**src/hdl/krlr_pkg.sv**
```systemverilog
// Shared types, constants and functions of the keyboard report layout remapper.
// Holds the held-key entry format, report format, sequencer states and remap table.
// No dependencies.
package krlr_pkg;

    localparam logic [7:0] SHIFT_BITS = 8'h22;
    localparam logic [7:0] ALT_BITS   = 8'h44;
    localparam logic [7:0] LSHIFT     = 8'h02;
    localparam logic [7:0] RSHIFT     = 8'h20;
    localparam logic [7:0] LALT       = 8'h04;
    localparam logic [7:0] RALT       = 8'h40;
    localparam logic [7:0] ALL_MODS   = 8'hff;
    localparam int unsigned TABLE_MAX = 32;

    typedef enum logic [1:0] {
        MT_SHIFT   = 2'd0,
        MT_NOSHIFT = 2'd1,
        MT_ALT     = 2'd2,
        MT_NOALT   = 2'd3
    } t_mt;

    typedef struct packed {
        logic [7:0] key_in;
        t_mt        type_in;
        logic [7:0] key_out;
        t_mt        type_out;
    } t_map;

    typedef struct packed {
        logic [7:0] code_in;
        logic [7:0] code_out;
        logic [7:0] mods;
        logic [7:0] lock;
        logic       send;
    } t_held;

    typedef struct packed {
        logic [5:0][7:0] keys;
        logic [7:0]      mods;
    } t_rep;

    typedef struct packed {
        t_rep rep;
        logic last;
    } t_emit;

    typedef struct packed {
        logic [7:0] code;
        logic [7:0] mods;
        logic [7:0] lock;
    } t_remap;

    typedef enum logic [3:0] {
        S_IDLE,
        S_REL_RD,
        S_REL_EV,
        S_MB_RD,
        S_MB_EV,
        S_ADD,
        S_RS_RD,
        S_RS_EV,
        S_FL_RD,
        S_FL_EV,
        S_FL_CMP,
        S_PUSH,
        S_RET,
        S_DONE
    } t_state;

    typedef enum logic [1:0] {
        RET_MB,
        RET_RS,
        RET_FIN
    } t_ret;

    localparam t_map REMAP_TABLE [TABLE_MAX] = '{
        '{8'h35, MT_ALT,     8'h35, MT_ALT},
        '{8'h1f, MT_SHIFT,   8'h2f, MT_NOSHIFT},
        '{8'h23, MT_SHIFT,   8'h2e, MT_NOSHIFT},
        '{8'h24, MT_SHIFT,   8'h23, MT_SHIFT},
        '{8'h25, MT_SHIFT,   8'h34, MT_SHIFT},
        '{8'h26, MT_SHIFT,   8'h25, MT_SHIFT},
        '{8'h27, MT_SHIFT,   8'h26, MT_SHIFT},
        '{8'h2d, MT_SHIFT,   8'h87, MT_SHIFT},
        '{8'h2e, MT_SHIFT,   8'h33, MT_SHIFT},
        '{8'h31, MT_SHIFT,   8'h89, MT_SHIFT},
        '{8'h35, MT_SHIFT,   8'h2e, MT_SHIFT},
        '{8'h2f, MT_SHIFT,   8'h30, MT_SHIFT},
        '{8'h30, MT_SHIFT,   8'h32, MT_SHIFT},
        '{8'h33, MT_SHIFT,   8'h34, MT_NOSHIFT},
        '{8'h34, MT_SHIFT,   8'h1f, MT_SHIFT},
        '{8'h31, MT_NOSHIFT, 8'h89, MT_NOSHIFT},
        '{8'h2f, MT_NOSHIFT, 8'h30, MT_NOSHIFT},
        '{8'h30, MT_NOSHIFT, 8'h32, MT_NOSHIFT},
        '{8'h2e, MT_NOSHIFT, 8'h2d, MT_SHIFT},
        '{8'h35, MT_NOSHIFT, 8'h2f, MT_SHIFT},
        '{8'h34, MT_NOSHIFT, 8'h24, MT_SHIFT},
        '{8'h00, MT_SHIFT,   8'h00, MT_SHIFT},
        '{8'h00, MT_SHIFT,   8'h00, MT_SHIFT},
        '{8'h00, MT_SHIFT,   8'h00, MT_SHIFT},
        '{8'h00, MT_SHIFT,   8'h00, MT_SHIFT},
        '{8'h00, MT_SHIFT,   8'h00, MT_SHIFT},
        '{8'h00, MT_SHIFT,   8'h00, MT_SHIFT},
        '{8'h00, MT_SHIFT,   8'h00, MT_SHIFT},
        '{8'h00, MT_SHIFT,   8'h00, MT_SHIFT},
        '{8'h00, MT_SHIFT,   8'h00, MT_SHIFT},
        '{8'h00, MT_SHIFT,   8'h00, MT_SHIFT},
        '{8'h00, MT_SHIFT,   8'h00, MT_SHIFT}
    };

    function automatic logic conflicts(input logic [7:0] m1, input logic [7:0] l1,
                                       input logic [7:0] m2, input logic [7:0] l2);
        conflicts = (((m1 ^ m2) & l1 & l2) != 8'h00);
    endfunction

    function automatic logic type_matches(input t_mt t, input logic [7:0] mods);
        logic r;
        case (t)
            MT_SHIFT:   r = ((mods & SHIFT_BITS) != 8'h00);
            MT_NOSHIFT: r = ((mods & SHIFT_BITS) == 8'h00);
            MT_ALT:     r = ((mods & ALT_BITS) != 8'h00);
            MT_NOALT:   r = ((mods & ALT_BITS) == 8'h00);
            default:    r = 1'b0;
        endcase
        return r;
    endfunction

    function automatic t_remap rewrite(input t_mt t, input logic [7:0] in);
        t_remap r;
        r.code = 8'h00;
        case (t)
            MT_SHIFT: begin
                r.lock = ((in & RSHIFT) != 8'h00) ? RSHIFT : LSHIFT;
                r.mods = ((in & SHIFT_BITS) != 8'h00) ? in : (in | LSHIFT);
            end
            MT_ALT: begin
                r.lock = ((in & RALT) != 8'h00) ? RALT : LALT;
                r.mods = ((in & ALT_BITS) != 8'h00) ? in : (in | LALT);
            end
            MT_NOSHIFT: begin
                r.lock = SHIFT_BITS;
                r.mods = in & ~SHIFT_BITS;
            end
            MT_NOALT: begin
                r.lock = ALT_BITS;
                r.mods = in & ~ALT_BITS;
            end
            default: begin
                r.lock = 8'h00;
                r.mods = in;
            end
        endcase
        return r;
    endfunction

    // First matching table entry wins; no match passes the key through.
    function automatic t_remap remap(input logic [7:0] key, input logic [7:0] cur,
                                     input int unsigned n);
        t_remap r;
        t_remap w;
        logic   hit;
        r.code = key;
        r.mods = 8'h00;
        r.lock = 8'h00;
        hit = 1'b0;
        for (int unsigned e = 0; e < TABLE_MAX; e++) begin
            if (!hit && e < n && REMAP_TABLE[e].key_in == key &&
                type_matches(REMAP_TABLE[e].type_in, cur)) begin
                hit = 1'b1;
                w = rewrite(REMAP_TABLE[e].type_out, cur);
                r.code = REMAP_TABLE[e].key_out;
                r.mods = w.mods;
                r.lock = w.lock;
            end
        end
        return r;
    endfunction

endpackage

```
**src/hdl/krlr_held_ram.sv**
```systemverilog
// Held-key list storage: one write port, one read port, registered read data.
// Depends on krlr_pkg for the entry format.
module krlr_held_ram import krlr_pkg::*; #(
    parameter int DEPTH = 12,
    parameter int AW    = 4
) (
    input  logic          i_clk,
    input  logic          i_we,
    input  logic [AW-1:0] i_waddr,
    input  t_held         i_wdata,
    input  logic [AW-1:0] i_raddr,
    output t_held         o_rdata
);

    t_held r_mem [DEPTH];
    t_held r_rdata;

    always_ff @(posedge i_clk) begin
        if (i_we) begin
            r_mem[i_waddr] <= i_wdata;
        end
        r_rdata <= r_mem[i_raddr];
    end

    assign o_rdata = r_rdata;

endmodule

```
**src/hdl/krlr_seq.sv**
```systemverilog
// Report sequencer: walks the held-key list in memory for release, modifier
// change, key add, conflict resolution and report flushes. Depends on krlr_pkg.
module krlr_seq import krlr_pkg::*; #(
    parameter int KEY_SLOTS     = 6,
    parameter int HELD_DEPTH    = 12,
    parameter int TABLE_ENTRIES = 21,
    parameter int AW            = 4,
    parameter int CW            = 4
) (
    input  logic                i_clk,
    input  logic                i_rst_n,
    input  logic                i_valid,
    output logic                o_stall,
    input  logic [7:0]          i_mods,
    input  logic [5:0][7:0]     i_keys,
    output logic                o_emit_valid,
    input  logic                i_emit_ready,
    output t_emit               o_emit,
    output logic                o_we,
    output logic [AW-1:0]       o_waddr,
    output t_held               o_wdata,
    output logic [AW-1:0]       o_raddr,
    input  t_held               i_rdata
);

    t_state          r_state, n_state;
    t_ret            r_ret;
    logic [7:0]      r_mods_in, r_cur;
    logic [5:0][7:0] r_keys;
    logic [5:0]      r_used;
    logic [CW-1:0]   r_count, r_i, r_dst, r_k, r_end, r_fslot;
    logic [2:0]      r_slot;
    logic [7:0]      r_m, r_l, r_cm, r_cl, r_fm, r_fl, r_hm, r_hl;
    t_rep            r_rep, r_last_sent, r_pend, rep_init;
    logic            r_pend_valid;

    logic [5:0]      found_oh;
    logic            found;
    logic            add_ok;
    logic            go_mb;
    logic            rep_diff;
    t_remap          nk;
    t_held           new_entry, muted;

    always_comb begin
        found_oh = 6'b0;
        found    = 1'b0;
        for (int j = 0; j < 6; j++) begin
            if (!found && r_keys[j] == i_rdata.code_in) begin
                found       = 1'b1;
                found_oh[j] = 1'b1;
            end
        end
    end

    assign nk     = remap(r_keys[r_slot], r_cur, TABLE_ENTRIES);
    assign add_ok = !r_used[r_slot] && (r_keys[r_slot] != 8'h00) &&
                    (r_count < CW'(HELD_DEPTH));
    assign go_mb  = (r_cur != r_mods_in) && (r_dst != '0);
    assign rep_diff = (r_rep != r_last_sent);

    always_comb begin
        new_entry.code_in  = r_keys[r_slot];
        new_entry.code_out = nk.code;
        new_entry.mods     = nk.mods;
        new_entry.lock     = nk.lock;
        new_entry.send     = 1'b1;
        muted              = i_rdata;
        muted.send         = 1'b0;
        rep_init.keys      = '0;
        rep_init.mods      = r_cur;
    end

    always_comb begin
        n_state      = r_state;
        o_we         = 1'b0;
        o_waddr      = r_dst[AW-1:0];
        o_wdata      = i_rdata;
        o_raddr      = r_i[AW-1:0];
        o_emit_valid = 1'b0;
        o_emit.rep   = r_pend;
        o_emit.last  = 1'b0;
        case (r_state)
            S_IDLE: begin
                if (i_valid) n_state = S_REL_RD;
            end
            S_REL_RD: begin
                if (r_i == r_count) n_state = go_mb ? S_MB_RD : S_ADD;
                else n_state = S_REL_EV;
            end
            S_REL_EV: begin
                o_we    = found;
                n_state = S_REL_RD;
            end
            S_MB_RD: begin
                n_state = (r_i == r_count) ? S_ADD : S_MB_EV;
            end
            S_MB_EV: begin
                if (i_rdata.send && conflicts(i_rdata.mods, i_rdata.lock, r_mods_in, ALL_MODS))
                    n_state = S_FL_RD;
                else
                    n_state = S_MB_RD;
            end
            S_ADD: begin
                o_we    = add_ok;
                o_waddr = r_count[AW-1:0];
                o_wdata = new_entry;
                if (r_slot == 3'd5) n_state = S_RS_RD;
            end
            S_RS_RD: begin
                n_state = (r_i == r_count) ? S_FL_RD : S_RS_EV;
            end
            S_RS_EV: begin
                if (i_rdata.send && conflicts(r_m, r_l, i_rdata.mods, i_rdata.lock))
                    n_state = S_FL_RD;
                else
                    n_state = S_RS_RD;
            end
            S_FL_RD: begin
                o_raddr = r_k[AW-1:0];
                n_state = (r_k == r_end) ? S_FL_CMP : S_FL_EV;
            end
            S_FL_EV: begin
                o_waddr = r_k[AW-1:0];
                o_wdata = muted;
                o_we    = i_rdata.send && conflicts(r_cm, r_cl, i_rdata.mods, i_rdata.lock);
                n_state = S_FL_RD;
            end
            S_FL_CMP: begin
                n_state = (rep_diff && r_pend_valid) ? S_PUSH : S_RET;
            end
            S_PUSH: begin
                o_emit_valid = 1'b1;
                if (i_emit_ready) n_state = S_RET;
            end
            S_RET: begin
                case (r_ret)
                    RET_MB:  n_state = S_MB_RD;
                    RET_RS:  n_state = S_RS_RD;
                    RET_FIN: n_state = S_DONE;
                    default: n_state = S_DONE;
                endcase
            end
            S_DONE: begin
                o_emit_valid = r_pend_valid;
                o_emit.last  = 1'b1;
                if (!r_pend_valid || i_emit_ready) n_state = S_IDLE;
            end
            default: n_state = S_IDLE;
        endcase
    end

    assign o_stall = (r_state != S_IDLE);

    always_ff @(posedge i_clk) begin
        if (!i_rst_n) begin
            r_state <= S_IDLE;
        end else begin
            r_state <= n_state;
        end
    end

    always_ff @(posedge i_clk) begin
        if (!i_rst_n) begin
            r_count      <= '0;
            r_cur        <= 8'h00;
            r_last_sent  <= '0;
            r_pend_valid <= 1'b0;
        end else begin
            case (r_state)
                S_IDLE: begin
                    if (i_valid) begin
                        r_mods_in <= i_mods;
                        for (int j = 0; j < 6; j++) begin
                            r_keys[j] <= (j < KEY_SLOTS) ? i_keys[j] : 8'h00;
                        end
                        r_i    <= '0;
                        r_dst  <= '0;
                        r_used <= '0;
                    end
                end
                S_REL_RD: begin
                    if (r_i == r_count) begin
                        r_count <= r_dst;
                        r_i     <= '0;
                        r_slot  <= '0;
                        if (!go_mb) r_cur <= r_mods_in;
                    end
                end
                S_REL_EV: begin
                    r_i <= r_i + 1'b1;
                    if (found) begin
                        r_dst  <= r_dst + 1'b1;
                        r_used <= r_used | found_oh;
                    end
                end
                S_MB_RD: begin
                    if (r_i == r_count) begin
                        r_cur  <= r_mods_in;
                        r_slot <= '0;
                    end
                end
                S_MB_EV: begin
                    r_i <= r_i + 1'b1;
                    r_end   <= r_i + 1'b1;
                    r_cm    <= r_mods_in;
                    r_cl    <= ALL_MODS;
                    r_ret   <= RET_MB;
                    r_k     <= '0;
                    r_fslot <= '0;
                    r_rep   <= rep_init;
                    r_fm    <= r_cur;
                    r_fl    <= 8'h00;
                end
                S_ADD: begin
                    if (add_ok) r_count <= r_count + 1'b1;
                    r_slot <= r_slot + 1'b1;
                    r_m    <= r_cur;
                    r_l    <= 8'h00;
                    r_i    <= '0;
                end
                S_RS_RD: begin
                    r_end   <= r_count;
                    r_cm    <= 8'h00;
                    r_cl    <= 8'h00;
                    r_ret   <= RET_FIN;
                    r_k     <= '0;
                    r_fslot <= '0;
                    r_rep   <= rep_init;
                    r_fm    <= r_cur;
                    r_fl    <= 8'h00;
                end
                S_RS_EV: begin
                    r_i     <= r_i + 1'b1;
                    r_end   <= r_i;
                    r_cm    <= i_rdata.mods;
                    r_cl    <= i_rdata.lock;
                    r_hm    <= i_rdata.mods;
                    r_hl    <= i_rdata.lock;
                    r_ret   <= RET_RS;
                    r_k     <= '0;
                    r_fslot <= '0;
                    r_rep   <= rep_init;
                    r_fm    <= r_cur;
                    r_fl    <= 8'h00;
                    if (i_rdata.send && !conflicts(r_m, r_l, i_rdata.mods, i_rdata.lock)) begin
                        r_m <= (r_m & ~i_rdata.lock) | i_rdata.mods;
                        r_l <= r_l | i_rdata.lock;
                    end
                end
                S_FL_EV: begin
                    r_k <= r_k + 1'b1;
                    if (i_rdata.send) begin
                        if (r_fslot < CW'(KEY_SLOTS)) begin
                            r_rep.keys[r_fslot[2:0]] <= i_rdata.code_out;
                        end
                        r_fslot    <= r_fslot + 1'b1;
                        r_rep.mods <= (r_rep.mods & ~i_rdata.lock) | i_rdata.mods;
                        if (!conflicts(r_cm, r_cl, i_rdata.mods, i_rdata.lock)) begin
                            r_fm <= (r_fm & ~i_rdata.lock) | i_rdata.mods;
                            r_fl <= r_fl | i_rdata.lock;
                        end
                    end
                end
                S_FL_CMP: begin
                    if (rep_diff) begin
                        r_last_sent <= r_rep;
                        if (!r_pend_valid) begin
                            r_pend       <= r_rep;
                            r_pend_valid <= 1'b1;
                        end
                    end
                end
                S_PUSH: begin
                    if (i_emit_ready) r_pend <= r_rep;
                end
                S_RET: begin
                    if (r_ret == RET_RS) begin
                        r_m <= (r_fm & ~r_hl) | r_hm;
                        r_l <= r_fl | r_hl;
                    end
                end
                S_DONE: begin
                    if (i_emit_ready) r_pend_valid <= 1'b0;
                end
                default: ;
            endcase
        end
    end

    a_count_bound: assert property (@(posedge i_clk) disable iff (!i_rst_n)
        r_count <= CW'(HELD_DEPTH))
        else $error("held count beyond depth");

    a_idle_no_pend: assert property (@(posedge i_clk) disable iff (!i_rst_n)
        r_state == S_IDLE |-> !r_pend_valid)
        else $error("pending report left over at idle");

    a_flush_end: assert property (@(posedge i_clk) disable iff (!i_rst_n)
        r_state == S_FL_EV |-> r_k < r_end)
        else $error("flush walked past its end");

    a_push_has_pend: assert property (@(posedge i_clk) disable iff (!i_rst_n)
        r_state == S_PUSH |-> r_pend_valid)
        else $error("push without pending report");

endmodule

```
**src/hdl/keyboard_report_layout_remapper.sv**
```systemverilog
// Top level of the keyboard report layout remapper: held-key RAM, sequencer and
// output register. Depends on krlr_pkg, krlr_held_ram and krlr_seq.
//
// Takes boot-protocol keyboard reports (modifier byte plus six key codes) and
// sends reports with US layout keys remapped to their JP layout codes and the
// shift/alt state each remapped key needs. Held keys live in a small RAM with
// registered read data; a sequencer walks it entry by entry (read, then
// evaluate and write back). Per item it runs a release-and-compact pass, an
// optional modifier-change pass, six add steps and a conflict pass; each
// conflict triggers a flush sweep over the leading part of the list that
// builds one report and mutes conflicting keys, and a last sweep over the
// whole list closes the item. o_stall stays high until every report of an
// item has been handed to the output register. Reports equal to the last one
// sent are dropped; o_last marks the final report of an item, and an item may
// produce no report at all.
module keyboard_report_layout_remapper import krlr_pkg::*; #(
    parameter int KEY_SLOTS     = 6,
    parameter int HELD_DEPTH    = 12,
    parameter int TABLE_ENTRIES = 21
) (
    input  logic       i_clk,
    input  logic       i_rst_n,
    input  logic       i_valid,
    output logic       o_stall,
    input  logic [7:0] i_in_modifiers,
    input  logic [7:0] i_in_key_0,
    input  logic [7:0] i_in_key_1,
    input  logic [7:0] i_in_key_2,
    input  logic [7:0] i_in_key_3,
    input  logic [7:0] i_in_key_4,
    input  logic [7:0] i_in_key_5,
    output logic       o_valid,
    input  logic       i_stall,
    output logic [7:0] o_out_modifiers,
    output logic [7:0] o_out_key_0,
    output logic [7:0] o_out_key_1,
    output logic [7:0] o_out_key_2,
    output logic [7:0] o_out_key_3,
    output logic [7:0] o_out_key_4,
    output logic [7:0] o_out_key_5,
    output logic       o_last
);

    localparam int AW = (HELD_DEPTH > 1) ? $clog2(HELD_DEPTH) : 1;
    localparam int CW = $clog2(HELD_DEPTH + 1);

    logic            we;
    logic [AW-1:0]   waddr, raddr;
    t_held           wdata, rdata;
    logic            emit_valid, emit_ready;
    t_emit           emit;
    logic [5:0][7:0] in_keys;
    logic            r_out_valid;
    t_emit           r_out;

    assign in_keys = {i_in_key_5, i_in_key_4, i_in_key_3,
                      i_in_key_2, i_in_key_1, i_in_key_0};

    krlr_held_ram #(
        .DEPTH (HELD_DEPTH),
        .AW    (AW)
    ) u_ram (
        .i_clk   (i_clk),
        .i_we    (we),
        .i_waddr (waddr),
        .i_wdata (wdata),
        .i_raddr (raddr),
        .o_rdata (rdata)
    );

    krlr_seq #(
        .KEY_SLOTS     (KEY_SLOTS),
        .HELD_DEPTH    (HELD_DEPTH),
        .TABLE_ENTRIES (TABLE_ENTRIES),
        .AW            (AW),
        .CW            (CW)
    ) u_seq (
        .i_clk        (i_clk),
        .i_rst_n      (i_rst_n),
        .i_valid      (i_valid),
        .o_stall      (o_stall),
        .i_mods       (i_in_modifiers),
        .i_keys       (in_keys),
        .o_emit_valid (emit_valid),
        .i_emit_ready (emit_ready),
        .o_emit       (emit),
        .o_we         (we),
        .o_waddr      (waddr),
        .o_wdata      (wdata),
        .o_raddr      (raddr),
        .i_rdata      (rdata)
    );

    // Load a new report whenever the output register is empty or being drained.
    assign emit_ready = !r_out_valid || !i_stall;

    always_ff @(posedge i_clk) begin
        if (!i_rst_n) begin
            r_out_valid <= 1'b0;
        end else if (emit_ready) begin
            r_out_valid <= emit_valid;
        end
    end

    always_ff @(posedge i_clk) begin
        if (emit_ready && emit_valid) begin
            r_out <= emit;
        end
    end

    assign o_valid         = r_out_valid;
    assign o_out_modifiers = r_out.rep.mods;
    assign o_out_key_0     = r_out.rep.keys[0];
    assign o_out_key_1     = r_out.rep.keys[1];
    assign o_out_key_2     = r_out.rep.keys[2];
    assign o_out_key_3     = r_out.rep.keys[3];
    assign o_out_key_4     = r_out.rep.keys[4];
    assign o_out_key_5     = r_out.rep.keys[5];
    assign o_last          = r_out.last;

endmodule
```
**config.mk**
```make
export PLATFORM = sky130hd
export DESIGN_NAME = keyboard_report_layout_remapper
export DESIGN_NICKNAME = d
export VERILOG_FILES = /design/src/hdl/krlr_pkg.sv /design/src/hdl/krlr_held_ram.sv /design/src/hdl/krlr_seq.sv /design/src/hdl/keyboard_report_layout_remapper.sv
export SDC_FILE = /design/constraint.sdc
export NUM_CORES = 1
export LEC_CHECK = 0
export BUFFER_PORTS_ARGS = -buffer_cell sky130_fd_sc_hd__buf_2
export CELL_PAD_IN_SITES_DETAIL_PLACEMENT = 1
export CELL_PAD_IN_SITES_GLOBAL_PLACEMENT = 1
export CORE_UTILIZATION = 26
export CTS_CLUSTER_SIZE = 28
export DETAILED_ROUTE_END_ITERATION = 10
export GPL_TIMING_DRIVEN = 1
export PLACE_DENSITY_LB_ADDON = 0.08
export REMOVE_ABC_BUFFERS = 1
export SYNTH_ARGS = -nofsm -noshare
export SYNTH_HDL_FRONTEND = slang
export SYNTH_SLANG_ARGS = --single-unit
```
**constraint.sdc**
```tcl
create_clock -name i_clk -period 9.8 [get_ports i_clk]
set_input_delay 0.49 -clock i_clk [delete_from_list [all_inputs] [get_ports i_clk]]
set_output_delay 0.49 -clock i_clk [all_outputs]
set_load 0.05 [all_outputs]
```
==> run_results.csv <==
group,metric,value,unit
status,run_status,"finished clean",
sta,setup_viol,0,
drt,wl_per_cell,23.8,µm
critical_path,r2r_cells,8,
grt,grt_max_degree,100,
floorplan,core,0.130,mm²
logic_synthesis,ys.flop_type,"edfxtp_1",
place,placed_cell_area,0.0371,mm²
power,ir_drop,123,µV
logic_synthesis,synthDistinctLibCells,84,
drt,ant_nets,0,
place,place.gp.congestion,0.803,
cts,numCtsBuffers,97,
critical_path,r2r_slack,4.77,ns
drt,dr.pass1.iters,5,
logic_synthesis,seq_area_frac_synth,69.1,%
floorplan,ios,119,
logic_synthesis,synth-edff-count,716,
sta,fin_crit,5.03,ns
place,pre_cts_ws,4.93,ns
floorplan,die_h,365,µm
sta,tightest_slew,1.39,ns
cts,clkLatencyLatePin,0.71,ns
power,p_per_area,210,mW/mm²
sta,setup_slack,4.77,ns
cts,post_cts_resized,0,
finish,final_nets,2490,
cts,cts_root_buffer,"clkbuf_16",
floorplan,rows,132,
floorplan,die_area,0.133,mm²
cts,hold_buffers,54,
cts,clkSinkCount,823,
drt,dr_total_vias,19500,
critical_path,required,10.11,ns
power,p_leak,13.9,nW
sta,maxSlewHeadroom,6.63,%
logic_synthesis,synthArstFlopShare,0,%
critical_path,end_kind,"register",
critical_path,worstReg2RegStart,"u_seq.r_slot[1]$_SDFFCE_PN0P_",
finish,n_fill_cell,13500,
drt,drc,0,
sta,hold_viol,0,
finish,stdcell_area,0.0409,mm²
logic_synthesis,syn_area,0.0342,mm²
cts,path_clk_slew,0.06,ns
critical_path,critPathKind,"register to register",
grt,globalRouteTotalUtil,15.3,%
grt,grt_pass1_vias,21000,
sta,fmax,199,MHz
cts,cts_tree,"yes",
critical_path,arrival,5.34,ns
cts,clock_path_buffers,3,
worst_hold_path,whs_endpoint,"u_seq.r_mods_in[1]$_DFFE_PP_",
grt,antenna_found_initial,3,
sta,rsz0062_at_grt,"no",
cts,htree_levels,3,
worst_hold_path,whs_path_depth,1,
drt,viasPerCell,4.59,
job,drv_cap,0,
worst_hold_path,holdCritStartpoint,"i_in_modifiers[1]",
drt,drt-total-wl,101000,µm
logic_synthesis,yosysWarnings,0,
sta,fin_crit_sh,51.3,%
grt,met3_usage,2.48,%
grt,use_met2,25.8,%
place,io_buffers,118,
place,place_inst,4011,
drt,drt_iter0_drc,1151,
sta,clock_skew,0.0245,ns
finish,instances_no_fill,4250,
finish,drive_gt1_share,19.6,%
critical_path,path_max_fanout,22,
logic_synthesis,synth_cells,2217,
cts,cts_setup_buffers,0,
floorplan,start_util,26.3,%
sta,hold_slack,0.0615,ns
logic_synthesis,syn_area_per_cell,15.4,µm²
grt,overflow,0,
critical_path,timing.rr.end,"u_ram.r_mem[1][17]$_DFFE_PP_",
worst_hold_path,hold_path_class,"input port to register",
floorplan,dieWidth,365,µm
sta,finalMaxSlewViolations,0,
grt,gr-usage-met1,20.3,%
finish,area_delta_synth_final,19.6,%
critical_path,startpoint_type,"register",
grt,grt_pass1_wl,148000,µm
logic_synthesis,synth_seq_cells,823,
grt,grt-busiest-layer,"met2",
place,hpwl,61900,µm
==> Yosys cell counts (5+ instances only) <==
cell type  count  area share [%]
nor2b_1       75             1.4
o21ai_0       43            0.63
ha_1           8            0.29
buf_2         17            0.25
nor3_1        19            0.28
o221ai_1      10            0.26
nor2_1       205             2.2
nor4_1        10            0.18
inv_1         28            0.31
a22oi_1        7            0.15
or3_1          6            0.11
nand2_1       99             1.1
mux2_2        11            0.36
buf_1         13            0.14
nand4_1       36            0.66
nand2b_1       9            0.16
o21ai_2        9            0.23
a31oi_1        8            0.15
edfxtp_1     716              63
mux2i_1      162             4.7
a21oi_1       99             1.4
buf_6          5            0.16
o22ai_1       12            0.22
clkbuf_1      79            0.87
o21a_1        10            0.22
dfxtp_1      107             6.3
xor2_1        40             1.0
and2_1         7            0.13
a21o_1         9            0.20
mux4_2       104             6.8
xnor2_1      114             2.9
nor3b_1        9            0.20
a22o_1        10            0.26
nand3_1       33            0.48
a211oi_1       7            0.15
==> power by group <==
part	switching, mW	internal (mW)
combinational	0.450	0.284
sequential	0.154	3.96
clock	1.49	2.24
total	2.10	6.48
==> metal layers <==
layer	share of wire (%)	wire, µm
met1	46	46900
met2	48	48700
met3	3.1	3140
met4	2.2	2180
met5	0.013	13
==> stage by stage <==
stage | util, % | TNS [ns] | power (mW)
6_report | 31.5 | 0 | 8.58
5_1_grt | 31.5 | 0 | 8.90
4_1_cts | 31.5 | 0 | 8.73
3_5_place_dp | 28.5 | 0 | 4.93
3_3_place_gp | 28.5 | 0 | 4.91
2_1_floorplan | - | -49.20 | 4.62
==> logic make-up (layout without fill, tap and decap cells) <==
family	count (synthesis)	after routing	share of synthesized area, %
AOI/OAI and AO/OA	275	275	5.34
xor gates and xnor gates	154	154	3.94
adders and majority gates	8	8	0.292
buffers and inverters	146	435	1.81
DFF	823	823	69.1
muxes	278	278	12.0
other	0	2	0
and+or+nand+nor	533	533	7.56
==> flip-flops by register name, summed over array words and instances, names as in the netlist, 33 cells and up <==
signal	count
u_ram.o_rdata	33
u_ram.r_mem	396
u_seq.o_emit	56
u_seq.r_keys	48
u_seq.r_last_sent	56
u_seq.r_rep	56
==> cells in the final DEF (no fill, tap or decap), types with 9 or more instances in the layout <==
cell / instances
inv_1: 28
nor2_1: 191
nor3_1: 19
clkbuf_16: 100
a22o_1: 10
dfxtp_1: 107
dlygate4sd3_1: 54
nor4_1: 10
clkbuf_1: 24
clkinv_1: 10
a21o_1: 9
bufinv_16: 11
clkbuf_8: 10
mux2i_1: 158
edfxtp_1: 716
buf_4: 50
mux4_2: 104
clkinv_2: 17
o21a_1: 9
nand3_1: 32
o21ai_0: 43
nand2_1: 98
o221ai_1: 10
nor2_4: 14
nor2b_1: 75
buf_2: 118
mux2_2: 11
xnor2_1: 114
xor2_1: 40
nand2b_1: 9
o21ai_2: 9
o22ai_1: 12
nand4_1: 36
a21oi_1: 98
==> how the worst max path moves through the flow <==
stage,startpoint,to,slack [ns],cells after the start
after floorplan,u_seq.r_state[0]$_SDFFE_PN0P_,u_ram.o_rdata[0]$_DFF_P_,-1.49,5
after global placement,u_seq.r_slot[1]$_SDFFCE_PN0P_,u_ram.r_mem[4][20]$_DFFE_PP_,5.15,8
after detailed placement,u_seq.r_slot[1]$_SDFFCE_PN0P_,u_ram.r_mem[3][20]$_DFFE_PP_,4.93,8
after CTS,u_seq.r_slot[1]$_SDFFCE_PN0P_,u_ram.r_mem[8][24]$_DFFE_PP_,4.86,8
after global routing,u_seq.r_slot[1]$_SDFFCE_PN0P_,u_ram.r_mem[6][17]$_DFFE_PP_,4.38,9
final,u_seq.r_slot[1]$_SDFFCE_PN0P_,u_ram.r_mem[1][17]$_DFFE_PP_,4.77,8
==> layout make-up <==
type,count,area [µm²],share of cell area [%]
flip-flops and latches,823,23600,57.8
multi-input cells,1248,10200,24.8
clock buffers,134,2730,6.67
well taps,1742,2180,5.33
repair buffers,223,1530,3.73
clock inverters,49,567,1.38
inverters,29,109,0.266
diodes,2,5.00,0.0122
==> worst max-delay path: stages (launching register included) <==
cell      delay, ns
edfxtp_1       1.01
mux2_2         0.44
or4b_4         0.54
a32oi_4        0.53
nand4_1        0.45
a21boi_0       0.41
a211o_1        0.17
a21oi_1        0.09
o21ai_0        0.98
Note: power is estimated with default switching activity, not from simulation.
